## config.mk

```make
export PLATFORM = sky130hd
export DESIGN_NAME = gbfs_ctrl
export DESIGN_NICKNAME = d
export VERILOG_FILES = /design/src/rtl/gbfs_pkg.sv /design/src/rtl/gbfs_ctrl.sv
export VERILOG_INCLUDE_DIRS = /design/src /design/src/rtl
export SDC_FILE = /design/constraint.sdc
export NUM_CORES = 1
export LEC_CHECK = 0
export BUFFER_PORTS_ARGS = -buffer_cell sky130_fd_sc_hd__buf_2
export CORE_AREA = 2 2 39 41
export DETAILED_ROUTE_END_ITERATION = 16
export DIE_AREA = 0 0 41 43
export PLACE_DENSITY = 0.58
export SLEW_MARGIN = 15
export SYNTH_ARGS = -nofsm -noshare
export SYNTH_HDL_FRONTEND = slang
export SYNTH_SLANG_ARGS = --single-unit
```

## constraint.sdc

```tcl
create_clock -name i_clk -period 1.6 [get_ports i_clk]
set_clock_uncertainty 0.1 [all_clocks]
set_input_delay 0 -clock i_clk [delete_from_list [all_inputs] [get_ports i_clk]]
set_output_delay 0 -clock i_clk [all_outputs]
set_load 0.005 [all_outputs]
```

## src/rtl/grid_bfs_shortest_path_core_macros.svh

```systemverilog
// assertion macros shared by the core's modules
`ifndef GRID_BFS_SHORTEST_PATH_CORE_MACROS_SVH
`define GRID_BFS_SHORTEST_PATH_CORE_MACROS_SVH

// condition holds at every edge out of reset
`define GBFS_ASSERT_ALWAYS(lbl, clk, rst_n, cond, msg) \
    lbl: assert property (@(posedge clk) disable iff (!rst_n) (cond)) else $error(msg);

// consequent holds in the same cycle as the antecedent
`define GBFS_ASSERT_IMPL(lbl, clk, rst_n, ante, cons, msg) \
    lbl: assert property (@(posedge clk) disable iff (!rst_n) (ante) |-> (cons)) else $error(msg);

// consequent holds in the cycle after the antecedent
`define GBFS_ASSERT_NEXT(lbl, clk, rst_n, ante, cons, msg) \
    lbl: assert property (@(posedge clk) disable iff (!rst_n) (ante) |=> (cons)) else $error(msg);

`endif

```

## src/rtl/gbfs_pkg.sv

```systemverilog
`timescale 1ns / 1ps
`default_nettype none

package gbfs_pkg;

    // grid size
    localparam int MAX_ROWS = 64;
    localparam int MAX_COLS = 64;
    localparam int CELLS    = MAX_ROWS * MAX_COLS;

    localparam int ROW_W  = $clog2(MAX_ROWS);
    localparam int COL_W  = $clog2(MAX_COLS);
    localparam int ADDR_W = $clog2(CELLS);
    localparam int CNT_W  = $clog2(CELLS + 1);
    localparam int STEP_W = $clog2(CELLS);
    localparam int DIM_W  = $clog2(((MAX_ROWS > MAX_COLS) ? MAX_ROWS : MAX_COLS) + 1);

    // port field widths
    localparam int COORD_W   = 6;
    localparam int CFG_W     = 7;
    localparam int CFG_IDX_W = 1;
    localparam int DIST_W    = 13;
    localparam int EPOCH_W   = 4;

    localparam int DIST_SAT = 4095;

    localparam logic [CFG_W-1:0]         ROWS_RESET   = 7'd64;
    localparam logic [CFG_W-1:0]         COLS_RESET   = 7'd64;
    localparam logic signed [DIST_W-1:0] DIST_UNREACH = -13'sd1;

    // command codes
    localparam logic CMD_LOAD   = 1'b0;
    localparam logic CMD_SEARCH = 1'b1;

    // configuration register indexes
    localparam logic [CFG_IDX_W-1:0] CFG_ROWS = 1'b0;
    localparam logic [CFG_IDX_W-1:0] CFG_COLS = 1'b1;

    typedef enum logic [1:0] {
        DIR_RIGHT,
        DIR_LEFT,
        DIR_DOWN,
        DIR_UP
    } t_dir;

    typedef enum logic [2:0] {
        S_IDLE,
        S_START,
        S_CLEAR,
        S_SEED,
        S_POP,
        S_PROBE,
        S_CHECK,
        S_EMIT
    } t_state;

    typedef enum logic [1:0] {
        RES_ZERO,
        RES_UNREACH,
        RES_FOUND
    } t_res_sel;

    typedef struct packed {
        logic [ROW_W-1:0]  row;
        logic [COL_W-1:0]  col;
        logic [STEP_W-1:0] steps;
    } t_qent;

    typedef struct packed {
        logic               command;
        logic [COORD_W-1:0] cell_row;
        logic [COORD_W-1:0] cell_col;
        logic               cell_open;
        logic [COORD_W-1:0] src_row;
        logic [COORD_W-1:0] src_col;
        logic [COORD_W-1:0] dst_row;
        logic [COORD_W-1:0] dst_col;
    } t_req;

    // controller to datapath
    typedef struct packed {
        logic     accept;
        logic     clr_start;
        logic     clr_step;
        logic     seed;
        logic     pop;
        logic     probe;
        logic     next_dir;
        logic     visit;
        logic     set_res;
        t_res_sel res_sel;
        logic     emit;
    } t_dp_cmd;

    // datapath to controller
    typedef struct packed {
        logic search_cmd;
        logic same_pt;
        logic src_out;
        logic need_clear;
        logic clear_last;
        logic q_empty;
        logic nbr_in;
        logic dir_last;
        logic nbr_ok;
        logic nbr_is_dst;
        logic out_full;
    } t_dp_sts;

endpackage

`default_nettype wire

```

## src/rtl/gbfs_ctrl.sv

```systemverilog
`timescale 1ns / 1ps
`default_nettype none
`include "grid_bfs_shortest_path_core_macros.svh"

module gbfs_ctrl (
    input  wire logic              i_clk,
    input  wire logic              i_rst_n,
    input  wire logic              i_in_valid,
    output logic                   o_in_ready,
    input  wire gbfs_pkg::t_dp_sts i_sts,
    output gbfs_pkg::t_dp_cmd      o_cmd
);

    gbfs_pkg::t_state r_state;
    gbfs_pkg::t_state n_state;
    logic             w_accept;

    assign o_in_ready = (r_state == gbfs_pkg::S_IDLE);
    assign w_accept   = i_in_valid && o_in_ready;

    always_ff @(posedge i_clk) begin
        if (!i_rst_n) begin
            r_state <= gbfs_pkg::S_IDLE;
        end else begin
            r_state <= n_state;
        end
    end

    always_comb begin
        n_state = r_state;
        unique case (r_state)
            gbfs_pkg::S_IDLE: begin
                if (w_accept && i_sts.search_cmd) begin
                    n_state = gbfs_pkg::S_START;
                end
            end
            gbfs_pkg::S_START: begin
                if (i_sts.same_pt || i_sts.src_out) begin
                    n_state = gbfs_pkg::S_EMIT;
                end else if (i_sts.need_clear) begin
                    n_state = gbfs_pkg::S_CLEAR;
                end else begin
                    n_state = gbfs_pkg::S_SEED;
                end
            end
            gbfs_pkg::S_CLEAR: begin
                if (i_sts.clear_last) begin
                    n_state = gbfs_pkg::S_SEED;
                end
            end
            gbfs_pkg::S_SEED: n_state = gbfs_pkg::S_POP;
            gbfs_pkg::S_POP: begin
                n_state = i_sts.q_empty ? gbfs_pkg::S_EMIT : gbfs_pkg::S_PROBE;
            end
            gbfs_pkg::S_PROBE: begin
                if (i_sts.nbr_in) begin
                    n_state = gbfs_pkg::S_CHECK;
                end else if (i_sts.dir_last) begin
                    n_state = gbfs_pkg::S_POP;
                end
            end
            gbfs_pkg::S_CHECK: begin
                if (i_sts.nbr_ok && i_sts.nbr_is_dst) begin
                    n_state = gbfs_pkg::S_EMIT;
                end else if (i_sts.dir_last) begin
                    n_state = gbfs_pkg::S_POP;
                end else begin
                    n_state = gbfs_pkg::S_PROBE;
                end
            end
            gbfs_pkg::S_EMIT: begin
                if (!i_sts.out_full) begin
                    n_state = gbfs_pkg::S_IDLE;
                end
            end
        endcase
    end

    always_comb begin
        o_cmd        = '0;
        o_cmd.accept = w_accept;
        unique case (r_state)
            gbfs_pkg::S_IDLE: begin
            end
            gbfs_pkg::S_START: begin
                if (i_sts.same_pt) begin
                    o_cmd.set_res = 1'b1;
                    o_cmd.res_sel = gbfs_pkg::RES_ZERO;
                end else if (i_sts.src_out) begin
                    o_cmd.set_res = 1'b1;
                    o_cmd.res_sel = gbfs_pkg::RES_UNREACH;
                end else if (i_sts.need_clear) begin
                    o_cmd.clr_start = 1'b1;
                end
            end
            gbfs_pkg::S_CLEAR: o_cmd.clr_step = 1'b1;
            gbfs_pkg::S_SEED:  o_cmd.seed = 1'b1;
            gbfs_pkg::S_POP: begin
                if (i_sts.q_empty) begin
                    o_cmd.set_res = 1'b1;
                    o_cmd.res_sel = gbfs_pkg::RES_UNREACH;
                end else begin
                    o_cmd.pop = 1'b1;
                end
            end
            gbfs_pkg::S_PROBE: begin
                if (i_sts.nbr_in) begin
                    o_cmd.probe = 1'b1;
                end else if (!i_sts.dir_last) begin
                    o_cmd.next_dir = 1'b1;
                end
            end
            gbfs_pkg::S_CHECK: begin
                o_cmd.visit = i_sts.nbr_ok;
                if (i_sts.nbr_ok && i_sts.nbr_is_dst) begin
                    o_cmd.set_res = 1'b1;
                    o_cmd.res_sel = gbfs_pkg::RES_FOUND;
                end else if (!i_sts.dir_last) begin
                    o_cmd.next_dir = 1'b1;
                end
            end
            gbfs_pkg::S_EMIT: o_cmd.emit = !i_sts.out_full;
        endcase
    end

    `GBFS_ASSERT_NEXT(a_probe_check, i_clk, i_rst_n, (r_state == gbfs_pkg::S_PROBE) && i_sts.nbr_in, r_state == gbfs_pkg::S_CHECK, "probe not followed by check")
    `GBFS_ASSERT_NEXT(a_clear_runs, i_clk, i_rst_n, (r_state == gbfs_pkg::S_CLEAR) && !i_sts.clear_last, r_state == gbfs_pkg::S_CLEAR, "clearing pass cut short")

endmodule

`default_nettype wire

```

==> results.toml <==
[outcome]
status = "finished, final reports clean"

[critical_path]
cp-start-kind = "register"
rr_endpoint = "r_state[0]"
ff2ff_setup_slack_ns = 0.19
required_ns = 1.50
slowest_stage = "or4b_4"
reg2regPathDepth = 4
critical-path-max-stage-delay_ns = 0.50
critical_path.max_fanout = 4
crit_path_end_kind = "primary output"
critPathLaunch = "r_state[0]"
critPathKind = "register to primary output"
path_cells = "nand2b_4, or4b_4, o21ai_0, buf_2"
path_delay_family = "simple AND/OR/NAND/NOR gates"
cp.arrival_ns = 1.44
r2r-start = "r_state[0]"
cp_num_buf_inv = 1

[layout]
final_cell_mix = "buf_2, nand2_1, nor2_1"
top_register = "r_state"
instances_no_fill = 106
area_delta_synth_final_pct = 47.4
nNetsFinal = 105
drive_gt1_share_pct = 41.1
reg_top3 = "r_state (3)"
layout_commonest_cell = "buf_2"
largest_reg_flops = 3
n_antenna_cell = 0

[hold_path]
hold-path-cell-count = 3
holdPathEnd = "r_state[1]"
min_from = "i_sts[6]"
min_path_type = "input port to register"

[timing]
max_freq_ghz = 0.649
finalCriticalPeriod_ns = 1.54
drv_slew = 0
post-route-period-util_pct = 96.4
finalHoldViolations = 0
setup_violations = 0
tns_ns = 0
rsz0062_at_grt = "false"
relSlewSlack_pct = 77.3
tightest_slew_ns = 0.338

[grt]
grt_first_pass_wirelength_mm = 1.62
grt.total_usage_pct = 13.0
overflow = 0
antenna_found_initial = 0
grt_max_degree = 13
first_global_vias = 399

[clocking]
root_buffer = "clkbuf_4"
h-tree-depth = 1
cts_tree = "built"
cts_made_buffers = 3
cts_buffer_depth = 2
path_clk_slew_ns = 0.03
cts_setup_buffers = 0
clk_latency_ns = 0.23
clkSinkCount = 3

[power_and_ir_drop]
powerDensity_mw_per_mm2 = 1260
ir_worst_vdd_uv = 422
cellLeakagePower_nw = 0.304

[placement]
dp.cells = 101
gp_congestion = 0.754
io_buffers = 26
place_hpwl_um = 889

[detailed_routing]
wl_per_cell_um = 9.92
firstDrtPassIters = 4
drt-total-wl_mm = 1.05
route.vias.total = 525
drt_drc_violations_left = 0
drtAntennaViolNets = 0
via_per_inst = 4.95
drt_iter0_markers = 16

[job]
drv_cap = 0

[die]
die-area_mm2 = 0.00176
start_util_pct = 29.2
dieWidth_um = 41
die_h_um = 43
core_mm2 = 0.00138
io_pins = 27
rows = 14

[logic_synthesis]
synth-seq-cells = 3
syn_nets = 74
ys.warnings.count = 0
yosysUniqueCellTypes = 29
synth_sequential_area_ratio_pct = 14.9
syn_inst = 60
synthesis.area_um2 = 404
syn_avg_cell_area_um2 = 6.74
Yosys cell counts:
cell type  instances  area [um2]
or4b_4             1        13.8
buf_1              1        3.75
nand3_2            1        10.0
nand2_1            8        30.0
nand2b_4           1        13.8
and4b_1            1        10.0
or3_1              1        6.26
mux2i_1            1        10.0
nand4_1            3        18.8
buf_4              1        7.51
nand3_1            1        5.00
nor3b_1            3        22.5
nor2_1             7        26.3
a32oi_1            1        8.76
and3b_1            1        8.76
a21oi_1            2        10.0
nand4b_1           1        8.76
a31oi_1            1        6.26
buf_2              3        15.0
o32ai_1            1        8.76
o32a_1             1        10.0
inv_1              2        7.51
and2_1             1        6.26
nand2b_1           3        18.8
nor3_1             2        10.0
dfxtp_1            3        60.1
nand3b_1           2        15.0
nor2b_1            2        12.5
o21ai_0            4        20.0
worst register-to-register path, stage by stage (launching register included):
cell and delay [ns]:
dfxtp_1 0.40, nand2b_4 0.08, or4b_4 0.50, nand3_2 0.09, mux2i_1 0.17
worst max-delay path by stage:
stage	end	slack (ns)	cells past startpoint
final	o_cmd[5]	0.06	4
after global placement	r_state[0]	0.22	3
after global routing	o_cmd[5]	0.008	4
after floorplan	r_state[0]	0.22	4
after detailed placement	r_state[0]	0.18	3
after CTS	o_cmd[5]	0.03	3
routing by layer:
layer,global-route usage (%),share of wire [%],vias up
met5,0,0,-
met4,2.00,0,0
met3,4.71,5.5,0
met2,20.0,47,12
met1,17.3,47,234
li1,-,-,279
through the flow:
step           hold WS [ns]  worst slack [ns]  util [%]  total power [mW]  area (um2)
4_1_cts              0.0624            0.0255      42.9             0.764         594
5_1_grt              0.0872           0.00766      43.0             0.832         596
2_1_floorplan       -0.0658             0.216         -             0.468         404
3_5_place_dp          0.156             0.181      40.3             0.623         558
6_report             0.0672            0.0584      43.0             0.753         596
3_3_place_gp          0.152             0.217      40.3             0.619         558
layout make-up:
cell class / count / area, um2
fill: 165 / 788
multi-input combinational: 50 / 310
timing repair buffer: 31 / 170
sequential: 3 / 61.3
clock buffer: 4 / 26.3
tap: 16 / 20.0
inverter: 2 / 7.51
power breakdown:
part | switching, mW | internal, mW | leakage, nW
Combinational | 0.238 | 0.239 | 0.264
Sequential | 0.0395 | 0.106 | 0.0251
Clock | 0.0369 | 0.0933 | 0.0150
Total | 0.314 | 0.439 | 0.304
cell families (layout without fill, tap and decap cells):
kind of cell	after synthesis	count (layout)	share of synthesized area [%]
AO/OA/AOI/OAI	10	10	15.8
flip-flops	3	3	14.9
multiplexers	1	1	2.48
AND/OR/NAND/NOR	39	39	58.5
buffers and inverters	7	37	8.36
repair_timing:
item,4_1_cts,5_1_grt
setup endpoints to repair,0,1
hold buffers,1,0
resized for setup,0,1
endpoints found under the hold margin,3,0
Note: power is estimated with default switching activity, not from simulation.
